$ cat src/rtl/arpc_pkg.sv
`default_nettype none

package arpc_pkg;

    localparam int ARPC_TABLE_DEPTH = 16;
    localparam int Q_DEPTH          = 2;

    localparam int IP_W  = 32;
    localparam int MAC_W = 48;

    localparam logic [1:0] FUNC_PACKET  = 2'd0;
    localparam logic [1:0] FUNC_RESOLVE = 2'd1;
    localparam logic [1:0] FUNC_ENQUEUE = 2'd2;

    localparam logic [15:0] OPC_REQUEST = 16'd1;
    localparam logic [15:0] OPC_REPLY   = 16'd2;

    localparam logic CFG_OWN_IP = 1'b0;

    localparam logic [IP_W-1:0]  IP_BCAST = '1;
    localparam logic [MAC_W-1:0] MAC_ONES = '1;

    typedef enum logic [2:0] {
        ST_OK        = 3'd0,
        ST_NOT_FOUND = 3'd1,
        ST_UNK_REPLY = 3'd2,
        ST_UNK_OP    = 3'd3,
        ST_IGNORED   = 3'd4
    } t_status;

    typedef enum logic [2:0] {
        K_REQ_US  = 3'd0,
        K_IGNORE  = 3'd1,
        K_UNK_OP  = 3'd2,
        K_REPLY   = 3'd3,
        K_BCAST   = 3'd4,
        K_RESOLVE = 3'd5,
        K_ENQUEUE = 3'd6
    } t_kind;

    typedef struct packed {
        logic [1:0]       func;
        logic [15:0]      arp_opcode;
        logic [IP_W-1:0]  query_ip;
        logic [MAC_W-1:0] sender_mac;
        logic [IP_W-1:0]  target_ip;
    } t_in;

    typedef struct packed {
        t_status          status;
        logic [MAC_W-1:0] mac_out;
        logic [IP_W-1:0]  reply_ip;
        logic             send_reply;
        logic [3:0]       entry_index;
        logic             flush_entry;
    } t_out;

    typedef struct packed {
        t_kind            kind;
        logic [IP_W-1:0]  query_ip;
        logic [MAC_W-1:0] sender_mac;
    } t_cmd;

endpackage

`default_nettype wire

$ cat src/rtl/arpc_ram.sv
`default_nettype none

module arpc_ram #(
    parameter int WIDTH = 32,
    parameter int DEPTH = 16
) (
    input  wire logic                     i_clk,
    input  wire logic                     i_we,
    input  wire logic [$clog2(DEPTH)-1:0] i_waddr,
    input  wire logic [WIDTH-1:0]         i_wdata,
    input  wire logic [$clog2(DEPTH)-1:0] i_raddr,
    output logic      [WIDTH-1:0]         o_rdata
);

    logic [WIDTH-1:0] r_mem [DEPTH];

    always_ff @(posedge i_clk) begin
        if (i_we) begin
            r_mem[i_waddr] <= i_wdata;
        end
        o_rdata <= r_mem[i_raddr];
    end

endmodule

`default_nettype wire

$ cat src/rtl/arpc_front.sv
`default_nettype none

module arpc_front
    import arpc_pkg::*;
(
    input  wire logic              i_clk,
    input  wire logic              i_rst_n,
    input  wire logic              i_cfg_valid,
    output logic                   o_cfg_ready,
    input  wire logic              i_cfg_index,
    input  wire logic [MAC_W-1:0]  i_cfg_data,
    input  wire logic              i_in_valid,
    output logic                   o_in_ready,
    input  wire t_in               i_in,
    input  wire logic              i_full,
    output logic                   o_push,
    output t_cmd                   o_cmd
);

    logic [IP_W-1:0] r_own_ip;
    logic [IP_W-1:0] n_own_ip;
    t_kind           kind;

    always_comb begin
        n_own_ip = r_own_ip;
        if (i_cfg_valid && i_cfg_index == CFG_OWN_IP) begin
            n_own_ip = i_cfg_data[IP_W-1:0];
        end
    end

    always_ff @(posedge i_clk) begin
        if (!i_rst_n) begin
            r_own_ip <= '0;
        end else begin
            r_own_ip <= n_own_ip;
        end
    end

    always_comb begin
        unique case (i_in.func)
            FUNC_PACKET: begin
                if (i_in.arp_opcode == OPC_REQUEST) begin
                    kind = (i_in.target_ip == r_own_ip) ? K_REQ_US : K_IGNORE;
                end else if (i_in.arp_opcode == OPC_REPLY) begin
                    kind = K_REPLY;
                end else begin
                    kind = K_UNK_OP;
                end
            end
            FUNC_RESOLVE: begin
                kind = (i_in.query_ip == IP_BCAST) ? K_BCAST : K_RESOLVE;
            end
            FUNC_ENQUEUE: begin
                kind = K_ENQUEUE;
            end
            default: begin
                kind = K_UNK_OP;
            end
        endcase
    end

    assign o_cfg_ready      = 1'b1;
    assign o_in_ready       = !i_full;
    assign o_push           = i_in_valid && !i_full;
    assign o_cmd.kind       = kind;
    assign o_cmd.query_ip   = i_in.query_ip;
    assign o_cmd.sender_mac = i_in.sender_mac;

endmodule

`default_nettype wire

$ cat src/rtl/arpc_fifo.sv
`default_nettype none

module arpc_fifo
    import arpc_pkg::*;
(
    input  wire logic i_clk,
    input  wire logic i_rst_n,
    input  wire logic i_push,
    input  wire t_cmd i_data,
    output logic      o_full,
    input  wire logic i_pop,
    output logic      o_valid,
    output t_cmd      o_data
);

    localparam int PTR_W = $clog2(Q_DEPTH);
    localparam int CNT_W = $clog2(Q_DEPTH + 1);

    t_cmd             r_mem [Q_DEPTH];
    logic [PTR_W-1:0] r_wptr;
    logic [PTR_W-1:0] r_rptr;
    logic [CNT_W-1:0] r_count;
    logic [PTR_W-1:0] n_wptr;
    logic [PTR_W-1:0] n_rptr;
    logic [CNT_W-1:0] n_count;

    always_comb begin
        n_wptr  = r_wptr;
        n_rptr  = r_rptr;
        n_count = r_count;
        if (i_push) begin
            n_wptr = (r_wptr == PTR_W'(Q_DEPTH - 1)) ? '0 : r_wptr + 1'b1;
        end
        if (i_pop) begin
            n_rptr = (r_rptr == PTR_W'(Q_DEPTH - 1)) ? '0 : r_rptr + 1'b1;
        end
        if (i_push && !i_pop) begin
            n_count = r_count + 1'b1;
        end else if (!i_push && i_pop) begin
            n_count = r_count - 1'b1;
        end
    end

    always_ff @(posedge i_clk) begin
        if (!i_rst_n) begin
            r_wptr  <= '0;
            r_rptr  <= '0;
            r_count <= '0;
        end else begin
            r_wptr  <= n_wptr;
            r_rptr  <= n_rptr;
            r_count <= n_count;
        end
    end

    always_ff @(posedge i_clk) begin
        if (i_push) begin
            r_mem[r_wptr] <= i_data;
        end
    end

    assign o_full  = (r_count == CNT_W'(Q_DEPTH));
    assign o_valid = (r_count != '0);
    assign o_data  = r_mem[r_rptr];

    assert property (@(posedge i_clk) disable iff (!i_rst_n)
        !(i_push && o_full && !i_pop))
        else $error("push into full queue");

    assert property (@(posedge i_clk) disable iff (!i_rst_n)
        !(i_pop && !o_valid))
        else $error("pop from empty queue");

    assert property (@(posedge i_clk) disable iff (!i_rst_n)
        r_count <= CNT_W'(Q_DEPTH))
        else $error("queue count overflow");

endmodule

`default_nettype wire

$ cat src/rtl/arpc_back.sv
`default_nettype none

module arpc_back
    import arpc_pkg::*;
#(
    parameter int DEPTH = ARPC_TABLE_DEPTH
) (
    input  wire logic i_clk,
    input  wire logic i_rst_n,
    input  wire logic i_q_valid,
    input  wire t_cmd i_q_cmd,
    output logic      o_q_pop,
    output logic      o_out_valid,
    input  wire logic i_out_ready,
    output t_out      o_out
);

    localparam int IDX_W = $clog2(DEPTH);

    typedef enum logic [2:0] {
        S_IDLE = 3'b001,
        S_SCAN = 3'b010,
        S_DONE = 3'b100
    } t_state;

    t_state           r_state, n_state;
    t_cmd             r_cmd, n_cmd;
    logic [IDX_W-1:0] r_addr, n_addr;
    logic             r_cmp_vld, n_cmp_vld;
    logic [IDX_W-1:0] r_cmp_idx, n_cmp_idx;
    logic             r_hit, n_hit;
    logic [IDX_W-1:0] r_slot, n_slot;
    logic [MAC_W-1:0] r_hit_mac, n_hit_mac;
    logic [DEPTH-1:0] r_valid, n_valid;
    logic [DEPTH-1:0] r_resolved, n_resolved;
    logic [IDX_W-1:0] r_next_slot, n_next_slot;
    logic             r_out_vld, n_out_vld;
    t_out             r_out, n_out;

    logic [IP_W-1:0]  ip_rdata;
    logic [MAC_W-1:0] mac_rdata;
    logic             ip_we;
    logic             mac_we;
    logic [IDX_W-1:0] mac_waddr;
    logic [MAC_W-1:0] mac_wdata;
    logic             match;
    logic             go;
    logic             enq_miss;
    logic             reply_hit;
    logic [IDX_W+3:0] slot_ext;
    logic [IDX_W+3:0] next_ext;
    t_out             res;

    arpc_ram #(.WIDTH(IP_W), .DEPTH(DEPTH)) u_ip_ram (
        .i_clk   (i_clk),
        .i_we    (ip_we),
        .i_waddr (r_next_slot),
        .i_wdata (r_cmd.query_ip),
        .i_raddr (r_addr),
        .o_rdata (ip_rdata)
    );

    arpc_ram #(.WIDTH(MAC_W), .DEPTH(DEPTH)) u_mac_ram (
        .i_clk   (i_clk),
        .i_we    (mac_we),
        .i_waddr (mac_waddr),
        .i_wdata (mac_wdata),
        .i_raddr (r_addr),
        .o_rdata (mac_rdata)
    );

    assign match     = r_cmp_vld && r_valid[r_cmp_idx] && (ip_rdata == r_cmd.query_ip);
    assign go        = (r_state == S_DONE) && (!r_out_vld || i_out_ready);
    assign enq_miss  = go && (r_cmd.kind == K_ENQUEUE) && !r_hit;
    assign reply_hit = go && (r_cmd.kind == K_REPLY) && r_hit;
    assign ip_we     = enq_miss;
    assign mac_we    = enq_miss || reply_hit;
    assign mac_waddr = enq_miss ? r_next_slot : r_slot;
    assign mac_wdata = enq_miss ? '0 : r_cmd.sender_mac;
    assign slot_ext  = {4'b0, r_slot};
    assign next_ext  = {4'b0, r_next_slot};

    always_comb begin
        res        = '0;
        res.status = ST_OK;
        unique case (r_cmd.kind)
            K_REQ_US: begin
                res.send_reply = 1'b1;
                res.reply_ip   = r_cmd.query_ip;
                res.mac_out    = r_cmd.sender_mac;
            end
            K_IGNORE: begin
                res.status = ST_IGNORED;
            end
            K_REPLY: begin
                if (r_hit) begin
                    res.entry_index = slot_ext[3:0];
                    res.flush_entry = 1'b1;
                end else begin
                    res.status = ST_UNK_REPLY;
                end
            end
            K_BCAST: begin
                res.mac_out = MAC_ONES;
            end
            K_RESOLVE: begin
                if (r_hit) begin
                    res.entry_index = slot_ext[3:0];
                    if (r_resolved[r_slot]) begin
                        res.mac_out = r_hit_mac;
                    end else begin
                        res.status = ST_NOT_FOUND;
                    end
                end else begin
                    res.status = ST_NOT_FOUND;
                end
            end
            K_ENQUEUE: begin
                res.entry_index = r_hit ? slot_ext[3:0] : next_ext[3:0];
            end
            default: begin
                res.status = ST_UNK_OP;
            end
        endcase
    end

    always_comb begin
        n_state     = r_state;
        n_cmd       = r_cmd;
        n_addr      = r_addr;
        n_cmp_vld   = r_cmp_vld;
        n_cmp_idx   = r_cmp_idx;
        n_hit       = r_hit;
        n_slot      = r_slot;
        n_hit_mac   = r_hit_mac;
        n_valid     = r_valid;
        n_resolved  = r_resolved;
        n_next_slot = r_next_slot;
        n_out       = r_out;
        n_out_vld   = (r_out_vld && !i_out_ready);
        o_q_pop     = 1'b0;
        unique case (r_state)
            S_IDLE: begin
                if (i_q_valid) begin
                    o_q_pop   = 1'b1;
                    n_cmd     = i_q_cmd;
                    n_addr    = '0;
                    n_cmp_vld = 1'b0;
                    n_hit     = 1'b0;
                    n_slot    = '0;
                    if (i_q_cmd.kind == K_REPLY || i_q_cmd.kind == K_RESOLVE ||
                        i_q_cmd.kind == K_ENQUEUE) begin
                        n_state = S_SCAN;
                    end else begin
                        n_state = S_DONE;
                    end
                end
            end
            S_SCAN: begin
                n_addr    = (r_addr == IDX_W'(DEPTH - 1)) ? '0 : r_addr + 1'b1;
                n_cmp_vld = 1'b1;
                n_cmp_idx = r_addr;
                if (match) begin
                    n_hit     = 1'b1;
                    n_slot    = r_cmp_idx;
                    n_hit_mac = mac_rdata;
                    n_state   = S_DONE;
                end else if (r_cmp_vld && r_cmp_idx == IDX_W'(DEPTH - 1)) begin
                    n_state = S_DONE;
                end
            end
            S_DONE: begin
                if (go) begin
                    n_out     = res;
                    n_out_vld = 1'b1;
                    n_state   = S_IDLE;
                    if (enq_miss) begin
                        n_valid[r_next_slot]    = 1'b1;
                        n_resolved[r_next_slot] = 1'b0;
                        n_next_slot = (r_next_slot == IDX_W'(DEPTH - 1)) ?
                                      '0 : r_next_slot + 1'b1;
                    end
                    if (reply_hit) begin
                        n_resolved[r_slot] = 1'b1;
                    end
                end
            end
            default: begin
                n_state = S_IDLE;
            end
        endcase
    end

    always_ff @(posedge i_clk) begin
        if (!i_rst_n) begin
            r_state     <= S_IDLE;
            r_cmp_vld   <= 1'b0;
            r_valid     <= '0;
            r_resolved  <= '0;
            r_next_slot <= '0;
            r_out_vld   <= 1'b0;
        end else begin
            r_state     <= n_state;
            r_cmp_vld   <= n_cmp_vld;
            r_valid     <= n_valid;
            r_resolved  <= n_resolved;
            r_next_slot <= n_next_slot;
            r_out_vld   <= n_out_vld;
        end
    end

    always_ff @(posedge i_clk) begin
        r_cmd     <= n_cmd;
        r_addr    <= n_addr;
        r_cmp_idx <= n_cmp_idx;
        r_hit     <= n_hit;
        r_slot    <= n_slot;
        r_hit_mac <= n_hit_mac;
        r_out     <= n_out;
    end

    assign o_out_valid = r_out_vld;
    assign o_out       = r_out;

    assert property (@(posedge i_clk) disable iff (!i_rst_n)
        $countones(r_resolved & ~r_valid) == 0)
        else $error("resolved entry without valid");

    assert property (@(posedge i_clk) disable iff (!i_rst_n)
        $rose(r_out_vld) |-> $past(r_state == S_DONE))
        else $error("result loaded outside done state");

    assert property (@(posedge i_clk) disable iff (!i_rst_n)
        r_out_vld && r_out.flush_entry |-> r_out.status == ST_OK)
        else $error("flush with failing status");

    assert property (@(posedge i_clk) disable iff (!i_rst_n)
        enq_miss |=> r_valid[$past(r_next_slot)] && !r_resolved[$past(r_next_slot)])
        else $error("allocated entry not valid");

endmodule

`default_nettype wire

$ cat src/rtl/arp_cache_and_responder.sv
`default_nettype none

// Channel  | Direction | Handshake                 | Payload
// ---------+-----------+---------------------------+---------------------------------
// cfg      | in        | i_cfg_valid / o_cfg_ready | i_cfg_index, i_cfg_data
// in       | in        | i_in_valid / o_in_ready   | i_in (t_in)
// out      | out       | o_out_valid / i_out_ready | o_out (t_out)
//
// Table lookups scan one entry per cycle through the IP memory read port; a received
// reply, a resolve or an enqueue ends its scan early on a hit, and other items skip
// the scan. Reset clears the valid bits at once; no clearing pass is run.
// A two-entry command queue keeps taking items while the scan is busy, and a result
// waits in the output register until taken.

module arp_cache_and_responder
    import arpc_pkg::*;
#(
    parameter int TABLE_DEPTH = ARPC_TABLE_DEPTH
) (
    input  wire logic             i_clk,
    input  wire logic             i_rst_n,
    input  wire logic             i_cfg_valid,
    output logic                  o_cfg_ready,
    input  wire logic             i_cfg_index,
    input  wire logic [MAC_W-1:0] i_cfg_data,
    input  wire logic             i_in_valid,
    output logic                  o_in_ready,
    input  wire t_in              i_in,
    output logic                  o_out_valid,
    input  wire logic             i_out_ready,
    output t_out                  o_out
);

    logic push;
    t_cmd push_cmd;
    logic full;
    logic q_valid;
    t_cmd q_cmd;
    logic q_pop;

    arpc_front u_front (
        .i_clk       (i_clk),
        .i_rst_n     (i_rst_n),
        .i_cfg_valid (i_cfg_valid),
        .o_cfg_ready (o_cfg_ready),
        .i_cfg_index (i_cfg_index),
        .i_cfg_data  (i_cfg_data),
        .i_in_valid  (i_in_valid),
        .o_in_ready  (o_in_ready),
        .i_in        (i_in),
        .i_full      (full),
        .o_push      (push),
        .o_cmd       (push_cmd)
    );

    arpc_fifo u_fifo (
        .i_clk   (i_clk),
        .i_rst_n (i_rst_n),
        .i_push  (push),
        .i_data  (push_cmd),
        .o_full  (full),
        .i_pop   (q_pop),
        .o_valid (q_valid),
        .o_data  (q_cmd)
    );

    arpc_back #(.DEPTH(TABLE_DEPTH)) u_back (
        .i_clk       (i_clk),
        .i_rst_n     (i_rst_n),
        .i_q_valid   (q_valid),
        .i_q_cmd     (q_cmd),
        .o_q_pop     (q_pop),
        .o_out_valid (o_out_valid),
        .i_out_ready (i_out_ready),
        .o_out       (o_out)
    );

endmodule

`default_nettype wire
$ cat config.mk
export PLATFORM = sky130hd
export DESIGN_NAME = arp_cache_and_responder
export DESIGN_NICKNAME = d
export VERILOG_FILES = /design/src/rtl/arpc_pkg.sv /design/src/rtl/arpc_ram.sv /design/src/rtl/arpc_front.sv /design/src/rtl/arpc_fifo.sv /design/src/rtl/arpc_back.sv /design/src/rtl/arp_cache_and_responder.sv
export SDC_FILE = /design/constraint.sdc
export NUM_CORES = 2
export LEC_CHECK = 0
export BUFFER_PORTS_ARGS = -buffer_cell sky130_fd_sc_hd__buf_2
export CAP_MARGIN = 0
export CORE_ASPECT_RATIO = 0.6
export CORE_MARGIN = 2
export CORE_UTILIZATION = 40
export DETAILED_ROUTE_END_ITERATION = 7
export GPL_TIMING_DRIVEN = 0
export HOLD_SLACK_MARGIN = 0.1
export SLEW_MARGIN = 20
export SYNTH_ARGS = -nofsm -noshare
export SYNTH_HDL_FRONTEND = slang
export SYNTH_SLANG_ARGS = --single-unit
$ cat constraint.sdc
create_clock -name i_clk -period 5 [get_ports i_clk]
set_input_delay 0.25 -clock i_clk [delete_from_list [all_inputs] [get_ports i_clk]]
set_output_delay 0.25 -clock i_clk [all_outputs]
set_load 0.005 [all_outputs]
* Word level (Yosys, flattened, before mapping) *
Memory sizes are Yosys's and may differ from the RTL's. A register that Yosys moved wholly into a read port is not among the register bits.
Index checks and enable logic that the tools add are counted.

operators by class
  $add $sub $neg = 6
  order comparisons = 5
  equality and inequality tests = 26
  muxes and demuxes = 63
  bitwise operators = 5
  reductions and logical operators = 38

operators by type and width
  kind                                                  count
  2-to-1 mux 48 bit                                     3
  one-hot mux 48 bit (3 select lines)                   1
  equality test 32 bit                                  2
  2-to-1 mux 16 bit                                     4
  equality test 32 bit, second input constant           1
  OR 16 bit                                             2
  2-to-1 mux 4 bit                                      7
  2-to-1 mux 1 bit                                      25
  2-to-1 mux 3 bit                                      7
  equality test 3 bit, second input constant            6
  one-hot mux 3 bit (3 select lines)                    2
  bitwise AND 16 bit                                    1
  equality test 16 x 1 -> 1 bit, second input constant  1
  equality test 16 x 2 -> 1 bit, second input constant  1
  inverter 16 bit                                       1
  one-hot mux 4 bit (2 select lines)                    2
  logical AND 1 bit                                     15
  < comparator 4 x 5 -> 1 bit, second input constant    3
  equality test 4 bit, second input constant            3
  one-hot mux 3 bit (4 select lines)                    1
  one-hot mux 4 bit (3 select lines)                    1
  equality test 3 x 2 -> 1 bit, second input constant   3
  AND reduction 3 bit                                   3
  adder 4 x 1 -> 4 bit, second input constant           2
  23 further kinds                                      46

word-level totals
  register bits after elaboration = 310
  memory bits (writable) = 1446
  input bits = 184
  output and inout port bits = 92
  logic and storage cells = 170
  memories kept = 3

memories
  name                    depth  width  read ports  clocked after memory_dff  wr ports  RTL line         text
  u_back.u_mac_ram.r_mem  16     48     1           1                         1         arpc_ram.sv:15   logic [WIDTH-1:0] r_mem [DEPTH];
  u_back.u_ip_ram.r_mem   16     32     1           1                         1         arpc_ram.sv:15
  u_fifo.r_mem            2      83     1           1                         1         arpc_fifo.sv:19  t_cmd r_mem [Q_DEPTH];

* Depth between registers and ports, before layout *
  word-level depth = 11
  gate-level depth with buffers = 9
  mapped depth without buffers = 7

* Cells and area by module *
From an unflattened synthesis, not the netlist that was laid out.

unflattened totals
  cell total of the unflattened synthesis = 3420
  area total of the unflattened synthesis = 69011.2 um2

modules (own cells, without submodules)
  module                        instances  cells an instance  area an instance (um2)  sequential area each (um2)
  arpc_ram at u_back.u_mac_ram  1          1242               29691.0                 24023.0
  arpc_ram at u_back.u_ip_ram   1          838                19836.5                 16015.4
  arpc_back                     1          763                10886.7                 7817.5
  arpc_fifo                     1          280                6232.2                  5084.9
  arpc_front                    1          297                2364.8                  640.6

* Worst setup path after synthesis *
OpenSTA, ideal clock, no wires.

  path kind = register to register
  start point = reg u_back.r_state[1]
  end point = reg u_back.r_out, in the netlist u_back.o_out[0], enable pin
  library setup time = 537 ps
  arrival = 4651 ps
  required time = 4463 ps
  path slack = -189 ps
  cell stages (with the launch flop) = 4
  path buffers = 1
  period minus slack after synthesis = 5189 ps
  cell sequence = dfxtp_1 > clkbuf_1 > or3b_2 > nor2_1

between the ends
  cells in the longest elaborated chain, start to end = 3

ends and longest elaborated chain
  element                            RTL line                           text
  start: declaration                 arpc_back.sv:26                    t_state r_state, n_state;
  start signal: assignment           arpc_back.sv:203                   r_state <= n_state;
  equality test 3 bit (*)            arpc_back.sv:73, arpc_back.sv:142
  logical AND 1 bit                  arpc_back.sv:73                    assign go = (r_state == S_DONE) && (!r_out_vld || i_out_ready);
  AND reduction 2 bit (no line) (*)  n/a
  end signal: assignment             arpc_back.sv:219                   r_out <= n_out;
  end: declaration                   arpc_back.sv:38                    t_out r_out, n_out;

Every way passes the cells marked *; elsewhere a longest branch is shown, timed or not.
A chain may end at the register's enable or synchronous reset.

* Worst setup path after layout *
  start point = reg u_back.r_state[1]
  end point = mem u_back.u_mac_ram.r_mem[2][11] in the netlist's numbering, enable pin

between the ends
  cells in the longest elaborated chain, start to end = 7
  elaborated cells on any way between the ends = 10
  those cells by class = eq/ne (1); mux (3); reduce/logical (6)

ends and longest elaborated chain
  element                                                   RTL line                          text
  equality test 3 bit (*)                                   arpc_back.sv:73
  logical AND 1 bit (*)                                     arpc_back.sv:73
  logical AND 1 bit, on equally long branches (2 in a row)  arpc_back.sv:74, arpc_back.sv:75
  logical OR 1 bit                                          arpc_back.sv:77                   assign mac_we = enq_miss || reply_hit;
  2-to-1 mux 1 bit                                          arpc_ram.sv:18                    if (i_we) begin
  2-to-1 mux 1 bit (implied by the code)                    arpc_ram.sv:19                    r_mem[i_waddr] <= i_wdata;
  end: declaration                                          arpc_ram.sv:15

Marked as above.

==> impl_metrics.py <==
metrics = {
    "status": {
        "outcome": "finished, final reports clean",
    },
    "floorplan": {
        "core_region_area_sq_mm": 0.1698,
        "start_util_pct": 40.31,
        "die_h_microns": 324.5,
        "die-width_microns": 538.1,
        "dieArea_sq_mm": 0.1746,
        "num_io_pins": 276,
        "rows": 117,
    },
    "worst_setup_path": {
        "critPathKind": "flip-flop to flip-flop",
        "critical_path_required_ps": 5500,
        "cp-start-kind": "flip-flop",
        "cp-end-kind": "flip-flop",
        "path_max_fanout": 15,
        "critical_path_arrival_ps": 4920,
    },
    "synth": {
        "ys_seq_area_share_pct": 78.27,
        "synth-seq-cells": 1837,
        "ys_types": 52,
        "yosys.area.top_type": "edfxtp_1",
        "avgSynthCellArea_sq_um": 21.87,
        "yosysMostFrequentCell": "edfxtp_1",
        "netlist_area_sq_mm": 0.06846,
        "ys.flop_type": "edfxtp_1",
        "synthesis.nets": 3323,
        "async_flop_share_pct": 0,
        "synthTopCellsByCount": "edfxtp_1, mux4_2, dfxtp_1",
        "synth_top_cells_by_area": "edfxtp_1, mux4_2, dfxtp_1",
        "synth_top_area_share_pct": 73.65,
        "synth_enable_flop_cells": 1679,
        "syn_inst": 3130,
        "synth_warnings": 0,
    },
    "grt": {
        "grt_usage_pct": 20.00,
        "antenna_found_initial": 7,
        "grt_pass1_wl_microns": 248500,
        "grt_pass1_vias": 34540,
        "grt-ovfl-total": 0,
        "grt_max_degree": 48,
    },
    "job": {
        "maxCapViolations": 0,
    },
    "cts": {
        "insertion_delay_ps": 810,
        "postCtsSetupRepairBufs": 0,
        "htree_levels": 4,
        "cts-root-buf": "clkbuf_16",
        "cts.clk_slew.worst_paths_ps": 60,
        "cts_tree": "built",
        "clockBufferDepth": 3,
        "numClockSinks": 1837,
        "numCtsBuffers": 171,
    },
    "timing": {
        "max_freq_ghz": 0.2265,
        "rsz0062_at_grt": "no",
        "hold_viol": 0,
        "skew_ps": 47.60,
        "layout_min_cycle_time_ps": 4415,
        "maxSlewViolCount": 0,
        "setup_viol": 0,
        "whs_ps": 168.4,
        "worstMarginPinSlew_ps": 1193,
        "fin_ws_ps": 585.3,
        "post-route-period-util_pct": 88.29,
        "slew_headroom_pct": 19.74,
    },
    "place": {
        "hpwl_microns": 112600,
        "place_ws_ps": 504.2,
        "place_area_sq_mm": 0.07448,
        "gp_congestion": 0.7983,
        "port_buffers": 258,
    },
    "detailed_routing": {
        "routed-via-count": 33892,
        "dr.pass1.iters": 6,
        "first_iter_violations": 4074,
        "drcViolationCount": 0,
        "antenna_left": 0,
        "drt-total-wl_microns": 174500,
        "wire_per_inst_microns": 28.14,
        "post_drt_via_cell_ratio": 5.466,
    },
    "finish": {
        "final_core_util_pct": 48.01,
        "area_growth_syn_to_layout_pct": 19.09,
        "fin_area_sq_mm": 0.08153,
        "fin_nets": 3981,
        "drive_gt1_share_pct": 29.50,
    },
    "power": {
        "vdd_drop_max_v": 0.0003133,
        "leakagePower_nw": 26.09,
        "p_total_mw": 42.91,
        "power_density_mw_per_mm2": 526.3,
    },
    "min_path": {
        "hp-class": "input port to flip-flop",
    },
}
timing repair:
action,CTS,global route
hold buffers,155,0
gates resized for setup,0,0
endpoints found under the hold margin,225,0
critical path, cell delays in order (launching register included):
cell	delay [ps]
dfxtp_1	300
clkbuf_1	260
nor3b_1	490
nand3_2	480
nor3_1	920
a21oi_1	410
nor2_4	600
buf_16	230
buf_16	190
buf_16	180
cells in the final DEF (no fill, tap or decap), types with 6 or more instances in the layout:
| master | count |
|---|---|
| edfxtp_1 | 1679 |
| mux4_2 | 409 |
| buf_2 | 290 |
| clkbuf_16 | 175 |
| dfxtp_1 | 158 |
| dlygate4sd3_1 | 155 |
| clkbuf_1 | 150 |
| and2_1 | 87 |
| nand2_1 | 84 |
| mux2_2 | 83 |
| nor2_1 | 76 |
| xnor2_1 | 66 |
| a21boi_0 | 54 |
| o2bb2ai_1 | 48 |
| buf_16 | 38 |
| o21a_1 | 33 |
| buf_12 | 30 |
| nand4_1 | 28 |
| clkinv_1 | 24 |
| nor2_4 | 19 |
| clkbuf_2 | 19 |
| clkinv_2 | 19 |
| and2_4 | 16 |
| clkbuf_8 | 15 |
| inv_1 | 13 |
| a21oi_1 | 12 |
| nor4_1 | 10 |
| ha_1 | 9 |
| nor3_1 | 8 |
| o21ai_0 | 7 |
| and3_1 | 7 |
| bufinv_16 | 7 |
| a31oi_1 | 6 |
| clkinvlp_4 | 6 |
area by class of cell:
cell class	count	area [sq um]
Fill cell	13799	88280
Buffer	150	649.4
Antenna cell	4	10.01
Clock inverter	69	644.4
Multi-Input combinational cell	1129	14410
Clock buffer	251	4818
Timing Repair Buffer	485	4534
Inverter	14	57.56
Tap cell	2261	2829
Sequential cell	1837	53580
state kept, by name, summed over array words and instances, names as in the netlist, 3 cells and up, named ones only:
register,cells
u_back.o_out,89
u_back.r_addr,4
u_back.r_cmd,83
u_back.r_cmp_idx,4
u_back.r_hit_mac,48
u_back.r_next_slot,4
u_back.r_resolved,16
u_back.r_slot,4
u_back.r_state,3
u_back.r_valid,16
u_back.u_ip_ram.o_rdata,32
u_back.u_ip_ram.r_mem,512
u_back.u_mac_ram.o_rdata,48
u_back.u_mac_ram.r_mem,768
u_fifo.r_mem,166
u_front.r_own_ip,32
final timing paths:
| check | depth (start not counted) | end | start | slack (ps) |
|---|---|---|---|---|
| worst max-delay path | 9 | u_back.u_mac_ram.r_mem[2][11] | u_back.r_state[1] | 590 |
| worst min-delay path | 2 | u_fifo.r_mem[0][24] | i_in[56] | 170 |
| worst max register to register | 9 | u_back.u_mac_ram.r_mem[2][11] | u_back.r_state[1] | 590 |
| worst min register to register | 0 | u_back.r_hit_mac[31] | u_back.u_mac_ram.o_rdata[31] | 400 |
layer usage:
| metal | vias to the layer above | track usage (%) | routed length, microns |
|---|---|---|---|
| li1 | 14217 | - | - |
| met1 | 17968 | 30.62 | 79630 |
| met2 | 1471 | 28.29 | 75290 |
| met3 | 234 | 5.415 | 15860 |
| met4 | 2 | 4.913 | 3677 |
| met5 | - | 0 | 13 |
through the flow:
| stage | cells | TNS, ps |
|---|---|---|
| after floorplan | 3130 | 0 |
| after global placement | 5649 | -2746300 |
| after detailed placement | 5720 | 0 |
| after CTS | 6195 | 0 |
| after global routing | 6198 | 0 |
| final | 6200 | 0 |
report_power, final:
group,switching (mW),internal (mW),leakage [nW]
sequential,1.06,19.4,16.5
clock,5.68,7.09,2.64
combinational,5.64,4.04,6.94
total,12.4,30.5,26.1
kinds of logic after synthesis:
| logic type | Yosys count | share of synthesized area (%) |
|---|---|---|
| DFF | 1837 | 78.27 |
| muxes | 497 | 14.89 |
| and+or+nand+nor | 374 | 2.789 |
| AOI/OAI and AO/OA | 177 | 1.979 |
| buffers and inverters | 164 | 0.9906 |
| xor gates and xnor gates | 71 | 0.9084 |
| adders and majority gates | 9 | 0.1645 |
| other | 1 | 0.005478 |
Note: power is estimated with default switching activity, not from simulation.
